### config.mk
export PLATFORM = sky130hd
export DESIGN_NAME = a429_front
export DESIGN_NICKNAME = d
export VERILOG_FILES = /design/src/design/a429_pkg.sv /design/src/design/a429_front.sv
export SDC_FILE = /design/constraint.sdc
export NUM_CORES = 1
export LEC_CHECK = 0
export BUFFER_PORTS_ARGS = -buffer_cell sky130_fd_sc_hd__buf_2
export CAP_MARGIN = 15
export CORE_MARGIN = 2
export CORE_UTILIZATION = 60
export CTS_CLUSTER_SIZE = 20
export DETAILED_ROUTE_END_ITERATION = 10
export PLACE_DENSITY = 0.88
export SYNTH_ARGS = -nofsm -noshare
export SYNTH_HDL_FRONTEND = slang
export SYNTH_SLANG_ARGS = --single-unit
### constraint.sdc
create_clock -name clk -period 10.3 [get_ports clk]
set_clock_uncertainty 0.15 [all_clocks]
set_input_delay 0.515 -clock clk [delete_from_list [all_inputs] [get_ports clk]]
set_output_delay 0.515 -clock clk [all_outputs]
set_load 0.02 [all_outputs]
### src/design/a429_pkg.sv
// ARINC 429 label decoder package: label codes, decode classes, shared types.
// No dependencies.
`timescale 1ns / 1ps
package a429_pkg;

  // decode classes
  localparam logic [4:0] K_NONE   = 5'd0;
  localparam logic [4:0] K_L007   = 5'd1;
  localparam logic [4:0] K_L010   = 5'd2;
  localparam logic [4:0] K_L012   = 5'd3;
  localparam logic [4:0] K_HDG10  = 5'd4;
  localparam logic [4:0] K_L015   = 5'd5;
  localparam logic [4:0] K_L016   = 5'd6;
  localparam logic [4:0] K_L351   = 5'd7;
  localparam logic [4:0] K_L265   = 5'd8;
  localparam logic [4:0] K_HDGB   = 5'd9;
  localparam logic [4:0] K_ANG    = 5'd10;
  localparam logic [4:0] K_L312   = 5'd11;
  localparam logic [4:0] K_L315   = 5'd12;
  localparam logic [4:0] K_S8     = 5'd13;
  localparam logic [4:0] K_L364   = 5'd14;
  localparam logic [4:0] K_S256   = 5'd15;
  localparam logic [4:0] K_L335   = 5'd16;
  localparam logic [4:0] K_L354   = 5'd17;
  localparam logic [4:0] K_L360   = 5'd18;
  localparam logic [4:0] K_L361   = 5'd19;
  localparam logic [4:0] K_L365   = 5'd20;

  localparam logic [1:0] ST_NCD  = 2'd1;
  localparam logic [1:0] ST_TEST = 2'd2;
  localparam logic [1:0] ST_NORM = 2'd3;

  localparam logic [1:0] ADD_NONE  = 2'd0;
  localparam logic [1:0] ADD_HDG   = 2'd1;
  localparam logic [1:0] ADD_PITCH = 2'd2;
  localparam logic [1:0] ADD_ROLL  = 2'd3;

  // correction register indexes
  localparam logic [1:0] REG_HDG   = 2'd0;
  localparam logic [1:0] REG_PITCH = 2'd1;
  localparam logic [1:0] REG_ROLL  = 2'd2;

  // stage 1 -> stage 2: numerator n, exact value = n * mul / den
  typedef struct packed {
    logic              ok;
    logic signed [31:0] num;
    logic [20:0]       mul;   // unsigned multiplier
    logic [4:0]        kind;
    logic [1:0]        add;
    logic              wrap;
  } a429_s1_t;

  // stage 2 -> stage 3: product before rounding division
  typedef struct packed {
    logic              ok;
    logic signed [55:0] prod;
    logic [4:0]        kind;
    logic [1:0]        add;
    logic              wrap;
  } a429_s2_t;

  function automatic logic [4:0] kind_of(input logic [7:0] lbl);
    logic [4:0] k;
    begin
      unique case (lbl)
        8'o007: k = K_L007;
        8'o010, 8'o011: k = K_L010;
        8'o012: k = K_L012;
        8'o013, 8'o014, 8'o044: k = K_HDG10;
        8'o015: k = K_L015;
        8'o016: k = K_L016;
        8'o351: k = K_L351;
        8'o265: k = K_L265;
        8'o313, 8'o314, 8'o316: k = K_HDGB;
        8'o324, 8'o325, 8'o310, 8'o311, 8'o317, 8'o320, 8'o321, 8'o322, 8'o334:
          k = K_ANG;
        8'o312, 8'o366, 8'o367: k = K_L312;
        8'o315: k = K_L315;
        8'o323, 8'o331, 8'o332, 8'o333, 8'o362, 8'o363, 8'o370: k = K_S8;
        8'o364: k = K_L364;
        8'o326, 8'o327, 8'o330, 8'o336, 8'o337: k = K_S256;
        8'o335: k = K_L335;
        8'o354: k = K_L354;
        8'o360: k = K_L360;
        8'o361: k = K_L361;
        8'o365: k = K_L365;
        default: k = K_NONE;
      endcase
      return k;
    end
  endfunction

endpackage

### src/design/a429_front.sv
// Stage 1: label classification, status check, BCD digit weighting, BNR field pick.
// Depends on a429_pkg.
`timescale 1ns / 1ps
module a429_front import a429_pkg::*; (
  input  logic        clk,
  input  logic        rst_n,
  input  logic        in_v,
  input  logic [31:0] word,
  output logic        s1_v_r,
  output a429_s1_t    s1_r
);

  a429_s1_t s1_nxt;

  function automatic logic signed [31:0] d(input logic [31:0] w, input int sh);
    return $signed({28'd0, w[sh +: 4]});
  endfunction

  always_comb begin
    logic [1:0] st;
    logic bcd_ok, neg, bnr_ok;
    logic signed [31:0] b21, b16, b22, t;
    st = word[30:29];
    bcd_ok = (st != ST_NCD) && (st != ST_TEST);
    neg = (st == ST_NORM);
    bnr_ok = (st == ST_NORM);
    b21 = {{11{word[28]}}, word[28:8]};
    b16 = {{16{word[28]}}, word[28:13]};
    b22 = {{10{word[28]}}, word[28:7]};
    t = '0;
    s1_nxt.kind = kind_of(word[7:0]);
    s1_nxt.ok = 1'b0;
    s1_nxt.num = '0;
    s1_nxt.mul = 21'd1;
    s1_nxt.add = ADD_NONE;
    s1_nxt.wrap = 1'b0;
    unique case (s1_nxt.kind)
      K_L007: begin
        s1_nxt.ok = bcd_ok; s1_nxt.num = d(word, 22) * 10 + d(word, 18);
      end
      K_L010: begin
        t = ((word[7:0] == 8'o011) ? $signed({31'd0, word[28]}) * 100 : 32'sd0)
            + d(word, 24) * 10 + d(word, 20);
        t = t * 600 + (d(word, 16) * 10 + d(word, 12)) * 10 + d(word, 8);
        s1_nxt.ok = bcd_ok; s1_nxt.num = neg ? -t : t;
      end
      K_L012: begin
        s1_nxt.ok = bcd_ok;
        s1_nxt.num = $signed({29'd0, word[28:26]}) * 1000 + d(word, 22) * 100
                     + d(word, 18) * 10 + d(word, 14);
      end
      K_HDG10: begin
        t = $signed({30'd0, word[27:26]}) * 1000 + d(word, 22) * 100
            + d(word, 18) * 10 + d(word, 14);
        s1_nxt.ok = bcd_ok; s1_nxt.num = neg ? 32'sd3600 - t : t;
      end
      K_L015: begin
        s1_nxt.ok = bcd_ok;
        s1_nxt.num = $signed({30'd0, word[27:26]}) * 100 + d(word, 22) * 10
                     + d(word, 18);
      end
      K_L016: begin
        t = $signed({30'd0, word[27:26]}) * 100 + d(word, 22) * 10 + d(word, 18);
        s1_nxt.ok = bcd_ok; s1_nxt.num = neg ? 32'sd360 - t : t;
      end
      K_L351: begin
        s1_nxt.ok = bcd_ok; s1_nxt.num = d(word, 18) * 10 + d(word, 14);
      end
      K_L265: begin s1_nxt.ok = bnr_ok; s1_nxt.num = b21; s1_nxt.mul = 21'd3048; end
      K_HDGB: begin
        s1_nxt.ok = bnr_ok; s1_nxt.num = b21; s1_nxt.mul = 21'd45; s1_nxt.wrap = 1'b1;
        if (word[7:0] == 8'o314) s1_nxt.add = ADD_HDG;
      end
      K_ANG: begin
        s1_nxt.ok = bnr_ok; s1_nxt.num = b21; s1_nxt.mul = 21'd45;
        if (word[7:0] == 8'o324) s1_nxt.add = ADD_PITCH;
        if (word[7:0] == 8'o325) s1_nxt.add = ADD_ROLL;
      end
      K_L312: begin s1_nxt.ok = bnr_ok; s1_nxt.num = b21; s1_nxt.mul = 21'd118528; end
      K_L315: begin s1_nxt.ok = bnr_ok; s1_nxt.num = b21; s1_nxt.mul = 21'd3704; end
      K_S8:   begin s1_nxt.ok = bnr_ok; s1_nxt.num = b16; s1_nxt.mul = 21'd8; end
      K_L364: begin s1_nxt.ok = bnr_ok; s1_nxt.num = b16; s1_nxt.mul = 21'd1569064; end
      K_S256: begin s1_nxt.ok = bnr_ok; s1_nxt.num = b16; s1_nxt.mul = 21'd256; end
      K_L335: begin s1_nxt.ok = bnr_ok; s1_nxt.num = b21; s1_nxt.mul = 21'd2; end
      K_L354: begin s1_nxt.ok = bnr_ok; s1_nxt.num = b22; s1_nxt.mul = 21'd65536; end
      K_L360: begin s1_nxt.ok = bnr_ok; s1_nxt.num = b16; s1_nxt.mul = 21'd381; end
      K_L361: begin s1_nxt.ok = 1'b1; s1_nxt.num = b21; s1_nxt.mul = 21'd381; end
      K_L365: begin s1_nxt.ok = bnr_ok; s1_nxt.num = b21; s1_nxt.mul = 21'd780288; end
      default: s1_nxt.ok = 1'b0;
    endcase
    // BCD scaled by Q_ONE and 463 where the label asks for it
    if (s1_nxt.kind == K_L007 || s1_nxt.kind == K_L010 || s1_nxt.kind == K_HDG10 ||
        s1_nxt.kind == K_L016 || s1_nxt.kind == K_L351)
      s1_nxt.mul = 21'd65536;
    if (s1_nxt.kind == K_L012 || s1_nxt.kind == K_L015)
      s1_nxt.mul = 21'd463;
  end

  always_ff @(posedge clk) begin
    if (!rst_n) s1_v_r <= 1'b0;
    else        s1_v_r <= in_v;
    s1_r <= s1_nxt;
  end

endmodule

==> impl_summary.md, run 1 <==
Status
The run finished with clean final reports.

Placed design
Detailed placement ended at an HPWL of 21100 um. Buffers placed on the I/O ports in this run total 96. Timing analysis after detailed placement gives a worst setup slack of 0.804 ns.

Summing all placed instances gives a cell area of 10100 um^2. The congestion estimate from routability-driven global placement came to 1.00.

Worst setup path
STA classifies the critical path startpoint as an input port. The required time reported for the critical path endpoint is 10.35 ns. The slowest stage of the critical path is the fa_1 cell. The maximum fanout count along the critical path is 13. The critical path endpoint category is a flop. For the worst setup path, the data arrival time is 9.30 ns. The largest incremental delay on the critical path is 0.56 ns. Counting stages on the worst path, the most repeated cell is ha_1. The critical path class is input port to flop.

Global routing
The global-route track usage on met1 is 40.7%. The global-route usage over all layers is 32.2%. In the global route stage, met2 resource usage came out at 52.5%. For this run the aggregate overflow at the end of global routing stands at 0. In this run the most used layer during global routing was met2.

The wire length of the first global-routing pass is 43000 um. The initial antenna violation count was 0. The met3 demand-to-capacity share in global routing is 5.00%. The number of global-route vias before repair was 8747. The pin count of the biggest net entering global routing is 45.

Logic synthesis
The post-synth design cell area is 9470 um^2. The distinct cell type count after synthesis is 80. During synthesis, Yosys emitted a total of 0 warnings.

The share of synthesized area in the top cell type comes to 24.3%. The share of the yosys chip area belonging to registers is 12.5%. Ranked by total cell area, the synthesized netlist is headed by ha_1 24%, dfxtp_1 12%, fa_1 8.2%.

The post-synthesis average cell area is 8.32 um^2. The count of state elements after synthesis is 59. Among all flip-flop cells after synthesis, the most frequent one is dfxtp_1.

Of all cell types, the one taking the most synthesized area is ha_1. For this run, asynchronously set or reset flops after synthesis account for 0%. The net count after synthesis is 1396.

The cell count after synthesis came out at 1138. The number of synthesized flops with an enable pin is 0.

STA
The final number of setup-violating endpoints is 0. Setup repair after global routing left no endpoint under its margin. Subtracting the final worst setup slack from the clock period gives 9.25 ns. The max-slew headroom at the worst pin is 45.9%. For this run, the top clock speed supported by timing is 108 MHz. The accumulated negative setup slack is 0 ns.

At the pin with the least slew margin, the transition time is 0.808 ns. The max-slew violation total from the final report came to 0. Once routing completed, OpenROAD measured the worst setup slack at 1.05 ns. The ratio of final minimum period to clock period is 89.8%.

The count of final hold-check violations is 0. The tightest hold margin is 0.237 ns.

Finish
The most common library cell in the layout ignoring fill and taps is ha_1. The final layout contains 1477 nets. Leaving out fill and tap cells, the most frequent cells in the layout are 184 x ha_1, 100 x inv_1, 96 x buf_2. The area growth from synthesis to layout is 9.86%.

At the end of the flow the core is filled with cells to 67.9%. After routing the design area is 10400 um^2. The number of filler instances in the final layout is 1248. In the final layout, the share of cells above drive strength 1 is 12.3%. The number of antenna diodes in the final layout is 0.

Floorplan
The die is 130 um tall. The width of the die is 130 um. The die outline area is 16800 um^2. The number of cell rows is 45. The core area is 15300 um^2. For this configuration, the core starts out at a cell density of 61.8%. For this design the top-level I/O count stands at 98.

Power and ir drop
Power spread over the standard cell area amounts to 337 nW/um^2. The reported leakage power is 0.00527 uW. The worst vdd rail ir drop is 0.401 mV.

CTS
Counting along the longest clock path gives a buffer depth of 2. The number of buffers added to fix hold violations after cts is 0. The root buffer cell chosen for the clock tree is clkbuf_16.

The register clock-pin slew on the reported worst setup and hold paths is 0.05 ns. After clock tree synthesis, the setup repair step added 0 buffers. Once the clock tree was built, the resizer swapped 0 gates to a different size. The clock sink count is 59. Buffers inserted during clock tree synthesis total 9. The H-tree generated during clock tree synthesis spans 3 levels. The CTS tree is done.

Run
Across the run, the number of max-cap violations was 0.

Detailed routing
In this run, the number of DRC markers left after iteration 0 of detailed routing was 1012. The first detailed-routing pass took 6 iterations. The mean routed wirelength per cell is 18.7 um.

After detailed routing, the number of remaining DRC violations is 0. The average vias per placed instance is 6.25. The routed layout has 8971 vias. The overall routed net length is 26800 um.

Once detail routing completed, the nets flagged for antenna violations numbered 0.

Hold path
The classification of the worst-slack hold path is input port to flop.
## layer usage
metal | vias up | wire length, um
li1 | 4245 | -
met1 | 4119 | 10900
met2 | 482 | 11800
met3 | 125 | 2550
met4 | 0 | 1460
met5 | - | 0
## where the power goes
group	total (uW)	switching [uW]	internal [uW]
clock	277	114	162
sequential	245	3.40	241
combinational	2990	1760	1230
## sequential cells by signal (all words and copies together), names as in the netlist
signal	cells
s1_r	58
s1_v_r	1
## cell usage after synthesis (all sizes together), types with 8 or more instances
master / count
a21o: 37
a21oi: 78
a221oi: 17
a22oi: 12
a31oi: 9
clkbuf: 26
dfxtp: 59
fa: 39
ha: 184
inv: 100
nand2: 91
nand2b: 20
nand3: 25
nand4: 9
nor2: 58
nor2b: 15
nor3: 14
nor4: 10
o211ai: 10
o21a: 9
o21ai: 62
o21bai: 10
o31ai: 8
or2: 8
or3: 11
xnor2: 79
xor2: 40
## layout make-up
type                       instances  area, um^2  area share (%)
clock buffer                      10         229            2.20
sequential                        59        1180            11.4
inverter                         101         379            3.64
timing repair buffer             103         533            5.12
tap                              211         264            2.54
multi-input combinational        945        7770            74.7
clock inverter                     6        41.3           0.397
## worst max-delay path, delay by kind of cell
kind	cells	cell delay, ns
adder cells (fa/ha/maj)	9	3.16
AO/OA/AOI/OAI	9	2.02
AND/OR/NAND/NOR	9	1.93
XOR/XNOR	4	0.96
buffers and inverters	5	0.69
## path summary, 6_finish.rpt
| kind | start | end | slack, ns | cells past startpoint |
|---|---|---|---|---|
| hold / removal | in_v | s1_v_r | 0.24 | 2 |
| setup / recovery | word[6] | s1_r[58] | 1.05 | 36 |
## through the flow
| step | cells | power [uW] |
|---|---|---|
| finish | 1435 | 3510 |
| global placement | 1419 | 3100 |
| floorplan | 1138 | 2600 |
| global route | 1435 | 3830 |
| detailed placement | 1419 | 3180 |
| CTS | 1435 | 3480 |
## cells by family (layout without fill, tap and decap cells)
family	count (synthesis)	in the layout	synth area share, %
other cells	1	1	0.0396
xor+xnor	120	120	11.6
buf+inv	134	220	5.47
compound gates	301	301	21.5
fa+ha+maj	224	224	32.7
mux	4	4	0.423
simple gates	295	295	15.8
flops	59	59	12.5
No activity file was read; power rests on OpenSTA's default activity.
==> run 2, diff against run 1 <==
- clock period: 10.3 -> 9.65 ns (I/O delays scaled with it)
==> impl_summary.md, run 2 (synthesis results as in run 1) <==
Finish
The final layout contains 1479 nets. The most flop-heavy register is s1_r. The most common library cell in the layout ignoring fill and taps is ha_1.

The number of flip-flops under the largest register name is 58. The top cell types in the final layout, fill and taps aside, are 184 x ha_1, 100 x inv_1, 96 x buf_2. Cells with a size suffix above 1 make up 12.6% of the layout. The area growth from synthesis to final layout is 10.3%. The repair_antennas step left the layout with diodes totalling 0.

The finished layout holds 1437 standard cells, fillers aside. The largest registers in the layout are s1_r (58), s1_v_r (1).

STA
Setup repair after global routing left no endpoint under its margin. The accumulated negative setup slack is 0 ns. The max-slew violation total from the final report is 0. The maximum operating frequency is 111 MHz. The count of final hold-check violations is 0. For the pin with the worst max-slew slack, the measured transition is 0.798 ns. In this run the tightest slew margin relative to its limit is 46.8%. The ratio of final minimum period to clock period is 93.3%. The time the worst path needs with I/O delays and setup is 9.00 ns. Setup violations remaining at the end of the flow were counted as 0.

CTS
The maximum clock path buffer count is 2. The root buffer cell chosen for the clock tree is clkbuf_16. The register clock-pin slew on the reported worst setup and hold paths is 0.05 ns. The TritonCTS buffer count is 9. TritonCTS built the clock tree. The number of buffers added to fix hold violations after cts is 0. The clock sink count is 59. The number of levels in the clock H-tree is 3.

Power and ir drop
Combinational logic burns 85.4% of the power. The reported leakage power is 0.00529 uW. The switching power of the nets is 2050 uW. The total power divided by cell area is 363 nW/um^2. The design internal power is 1750 uW. The worst vdd rail ir drop is 0.405 mV. Net switching is 53.9% of the power.

In this run, the clock network consumes 7.8% of the power. The register share of total power is 6.9%.

Global routing
The initial antenna violation count is 0. The first global-routing pass estimated 42700 um of wire. The number of global-route vias before repair came to 8623.

The global-route usage over all layers is 32.1%. The pin count of the biggest net entering global routing is 45. The global-route congestion overflow total is 0.

Worst setup path
In this run the worst setup path terminates at s1_r[50]. The maximum fanout count along the critical path is 9. Data arrives at the worst endpoint at 9.04 ns. For this run, the slowest stage of the critical path takes 0.55 ns. On the critical path, the stage with the largest delay is an instance of fa_1.

The startpoint class of the critical path is an input port. The origin of the worst setup path is word[6]. The critical path endpoint category is a flop. The critical path class is input port to flop. The dominant cell type by count on the critical path is ha_1. The required time reported for the critical path endpoint is 9.69 ns.

Detailed routing
The average vias per placed instance is 6.24. In this run, the number of DRC markers left after iteration 0 of detailed routing was 958. For this run, the detailed router's first-pass iteration total came to 9.

The residual DRC count is 0. The post-detailed-route count of antenna-violating nets is 0. The final layout contains routed wiring with a total length of 26600 um. The via total after detailed routing is 8966. In the final routed layout, each cell accounts on average for 18.5 um.

Placed design
The count of buffers added on input and output ports is 96. The post-placement cell count is 1421. The half-perimeter wire length of the detailed placement result is 21100 um. The weighted congestion reported at the end of routability-driven placement is 1.02.

Status
The flow ran to the end, and the final reports show no timing, DRC or antenna violations.

Floorplan
The die is 130 um tall. The initialized floorplan defines 45 standard-cell rows. The die outline area is 16800 um^2. The floorplan step defined a core boundary enclosing 15300 um^2.

For this configuration, the core starts out at a cell density of 61.8%. For this design the top-level I/O count stands at 98. The die is 130 um wide.

Run
The max-capacitance violation count is 0.

Hold path
The tightest min-delay check is of the input port to flop type.
## run 2: cell count changes in the layout (fill, tap and decap cells not counted), sizes merged
| cell | delta |
|---|---|
| buf | +2 |
## run 2: layout make-up
type | count | area [um^2]
clock inverter | 6 | 41.3
clock buffer | 10 | 229
inverter | 101 | 379
fill | 1229 | 4870
sequential | 59 | 1180
timing repair buffer | 105 | 548
tap | 211 | 264
multi-input combinational | 945 | 7800
## run 2: how the worst min path moves through the flow
stage	cells after the start	slack, ns	endpoint	start
6_report	2	0.22	s1_v_r	in_v
4_1_cts	2	0.22	s1_v_r	in_v
3_3_place_gp	2	0.54	s1_v_r	rst_n
2_1_floorplan	2	0.44	s1_r[33]	word[12]
3_5_place_dp	2	0.55	s1_v_r	in_v
5_1_grt	2	0.23	s1_v_r	in_v
## run 2: layer usage
| metal | track usage, % | vias to the layer above | part of all wire, % |
|---|---|---|---|
| met5 | 1.47 | - | 0.13 |
| met4 | 18.0 | 2 | 5.5 |
| met3 | 6.15 | 119 | 9.7 |
| met2 | 50.5 | 535 | 44 |
| met1 | 41.1 | 4046 | 41 |
| li1 | - | 4264 | - |
## run 2: through the flow
stage | power (uW) | hold WS [ns] | area, um^2 | util, % | setup WS (ns)
after floorplan | 2780 | 0.442 | 9470 | - | 0.411
after global placement | 3320 | 0.544 | 10100 | 66.3 | 0.485
after detailed placement | 3420 | 0.551 | 10100 | 66.3 | 0.238
after CTS | 3740 | 0.217 | 10400 | 68.0 | 0.531
after global routing | 4130 | 0.225 | 10400 | 68.2 | 0.0778
final | 3790 | 0.223 | 10400 | 68.2 | 0.648
## run 2: power groups by stage
stage,combinational [uW],clock (uW),sequential [uW]
after floorplan,2490,0,284
after global placement,3060,0,266
after detailed placement,3150,0,266
after CTS,3180,298,261
after global routing,3560,310,262
final,3240,295,261
## run 2: critical path: cells and delay by family
family                   cells  cell delay, ns
XOR/XNOR                     4            0.90
AO/OA/AOI/OAI                7            1.27
buffers and inverters        3            0.25
AND/OR/NAND/NOR             12            2.58
adder cells (fa/ha/maj)     10            3.58
## run 2: repair_timing
action                     CTS  global route
setup endpoints to repair    0            11
buffers inserted             0             0
resized for setup            0             4
==> run 3, diff against run 2 <==
- ABC_AREA: default -> 1
==> impl_summary.md, run 3 <==
Status
The run finished with clean final reports.

CTS
The clock sink count is 59. Once the clock tree was built, the resizer swapped 0 gates to a different size. The CTS tree is done. The number of buffers added to fix hold violations after cts is 0. The H-tree was split into 3 levels. Clock tree synthesis inserted a total of 9 buffers. After clock tree synthesis, the clock-pin slew on the worst setup and hold paths is 0.05 ns. The total setup buffers inserted after CTS is 0.

The buffer type at the clock tree root is clkbuf_16. The maximum clock path buffer count is 2.

Logic synthesis
Of all cell types, the one taking the most synthesized area is ha_1. For this run, the leading register cell type out of synthesis is dfxtp_1. The gate count of the mapped netlist is 1452.

Counting instances in the post-synthesis netlist gives the leading cell types as 293 x nand2_1, 251 x inv_1, 184 x ha_1, 109 x nor2_1, 100 x nand3_1. The net count after synthesis is 1710. In the synthesized netlist the async set-or-reset flop fraction comes to 0%. The number of warnings reported in the yosys synthesis log is 0.

The post-synthesis average cell area is 6.92 um^2. By area the synthesized netlist is led by ha_1 23%, dfxtp_1 12%, nand2_1 11%. The count of state elements after synthesis is 59.

In this run the cell area of the synthesized design comes to 10000 um^2. The number of synthesized flops with an enable pin is 0. The most frequent cell after synthesis is nand2_1. In this run, distinct cell masters in the synthesized netlist total 61. After synthesis, the largest area contributor takes up 22.9% of total cell area. The share of the yosys chip area belonging to registers is 11.8%.

Detailed routing
The final layout contains routed wiring with a total length of 29700 um. In the routed design, unresolved DRC markers number 0. Detailed routing placed a total of 13300 um of wire on met2. In this run the top signal layer used is met4. The detail route stage leaves a number of antenna-violating nets equal to 0.

After detailed routing, the number of vias per cell comes to 5.74. Dividing the detail-routed wire length by the instance count gives 16.8 um. The first TritonRoute pass finished after 9 iterations. The routed metal-1 wirelength is 12300 um. In the detailed route, the total length drawn on met3 is 2800 um. The first routing iteration left 854 violations. Summing over every cut layer, the via total after detailed routing is 10100.

Worst setup path
The data arrival time of the worst path is 8.48 ns. Tracing the worst setup path back leads to its startpoint at word[6]. The required time reported for the critical path endpoint is 9.71 ns. In this design, the stage delay of the slowest critical-path cell is 0.54 ns. The cell that appears most often on the critical path is nand2_1. In this run the worst path has a maximum fanout of 13. The critical path endpoint category is a flop. The critical-path cell with the highest stage delay is fa_1.

The critical path contains buffers and inverters numbering 9 combined. The critical path is of the input port to flop type. The startpoint class of the critical path is an input port.

The capture point of the critical path is s1_r[60]. The top cell family by delay on the critical path is adder cells. The critical path crosses 44 cells after its start point.

Global routing
For this run the aggregate overflow at the end of global routing stands at 0. The pin count of the biggest net entering global routing is 31. The initial antenna violation count is 0. The first global-routing pass estimated 47700 um of wire. The number of global-route vias before repair is 9558.

Global routing consumed, over all layers together, 33.5% of the routing resources.

Finish
Leaving out fill and tap cells, the most frequent cell in the layout is nand2_1. The post-route netlist has 13.2% of its cells at a drive strength greater than 1. Summing all flip-flop and latch instances after layout gives 1180 um^2. The register with the most flip-flops in the layout has 58 of them.

In the layout the commonest cells are 293 x nand2_1, 251 x inv_1, 184 x ha_1. The number of nets at the end of the flow is 1801. The repair_antennas step left the layout with diodes totalling 0. Summing all non-filler instances in the final layout gives an area of 11000 um^2. The most flop-heavy register is s1_r. The utilization of the core after routing is 67.1%. The multi-input gate area in the final layout is 7760 um^2. The area growth from synthesis to final layout is 9.95%. The largest registers in the layout are s1_r (58), s1_v_r (1). The number of filler instances in the final layout is 1431.

Placed design
In this run the cell area measured after placement is 10700 um^2. The number of port buffers is 96. At the end of routability-driven placement, the weighted congestion stood at 1.06.

The half-perimeter wire length of the detailed placement result is 24400 um.

Floorplan
The total area inside the core boundary comes to 16500 um^2. The die height is 133 um. The number of placed I/O pins is 98.

The die covers 17800 um^2. The starting density of the core is 61.0%. From left edge to right edge, the die measures 133 um. The number of cell rows is 47.

STA
Adding up every negative setup slack in the final design gives 0 ns. Setup violations remaining at the end of the flow were counted as 0. For the pin with the worst max-slew slack, the measured transition is 1.23 ns.

The count of final hold-check violations is 0. The max-slew violation total from the final report is 0. The tightest hold path in the finished design has a slack of 0.182 ns. The time the worst path needs with I/O delays and setup is 8.42 ns. In this run the tightest slew margin relative to its limit is 18.0%. The ratio of final minimum period to clock period is 87.3%.

The maximum operating frequency is 119 MHz. Setup repair after global routing left no endpoint under its margin.

Run
Max-cap violations in this run came to 0.

Power and ir drop
The worst vdd rail ir drop is 0.444 mV. The reported leakage power is 0.00637 uW. The design draws 3990 uW. Power spread over the standard cell area amounts to 362 nW/um^2.

Hold path
The classification of the worst-slack hold path is input port to flop.
## run 3: logic make-up (layout without fill, tap and decap cells)
| logic type | after synthesis | after routing | synth area share [%] |
|---|---|---|---|
| flip-flops | 59 | 59 | 11.8 |
| buffers and inverters | 286 | 382 | 11.0 |
| other | 1 | 1 | 0.0373 |
| AO/OA/AOI/OAI | 191 | 191 | 11.8 |
| adder cells (fa/ha/maj) | 223 | 223 | 30.7 |
| AND/OR/NAND/NOR | 619 | 619 | 27.9 |
| XOR/XNOR | 73 | 73 | 6.74 |
## run 3: stage by stage
| stage | cells | setup slack [ns] |
|---|---|---|
| finish | 1768 | 1.23 |
| floorplan | 1452 | 2.24 |
| global placement | 1752 | 1.25 |
| global route | 1768 | 0.533 |
| detailed placement | 1752 | 1.05 |
| CTS | 1768 | 1.32 |
## run 3: layer usage
| metal | up-vias | track usage, % |
|---|---|---|
| met5 | - | 0 |
| met4 | 0 | 13.3 |
| met1 | 4575 | 44.1 |
| met3 | 94 | 3.96 |
| li1 | 4937 | - |
| met2 | 541 | 56.0 |
## run 3: layout make-up
cell class | instances | area share (%)
clock buffer | 10 | 2.16
clock inverter | 6 | 0.793
inverter | 268 | 9.11
multi-input combinational | 1107 | 70.3
sequential | 59 | 10.7
tap | 220 | 2.49
timing repair buffer | 98 | 4.49
## run 3: how the worst min path moves through the flow
stage	from	endpoint	slack (ns)	depth (start not counted)
final	in_v	s1_v_r	0.18	3
after global routing	in_v	s1_v_r	0.20	3
after CTS	in_v	s1_v_r	0.19	3
after detailed placement	in_v	s1_v_r	0.52	3
after global placement	in_v	s1_v_r	0.52	3
after floorplan	in_v	s1_v_r	0.43	2
## run 3: report_power, final
part / internal (uW) / leakage, uW / switching [uW] / total (uW)
sequential: 258 / 0.000480 / 4.27 / 262
clock: 233 / 0.000163 / 118 / 351
combinational: 1170 / 0.00573 / 2210 / 3380
total: 1660 / 0.00637 / 2330 / 3990
## run 3: worst min-delay path, stage by stage
cell and delay [ns]:
buf_2 0.07, nand2_1 0.04, inv_1 0.04
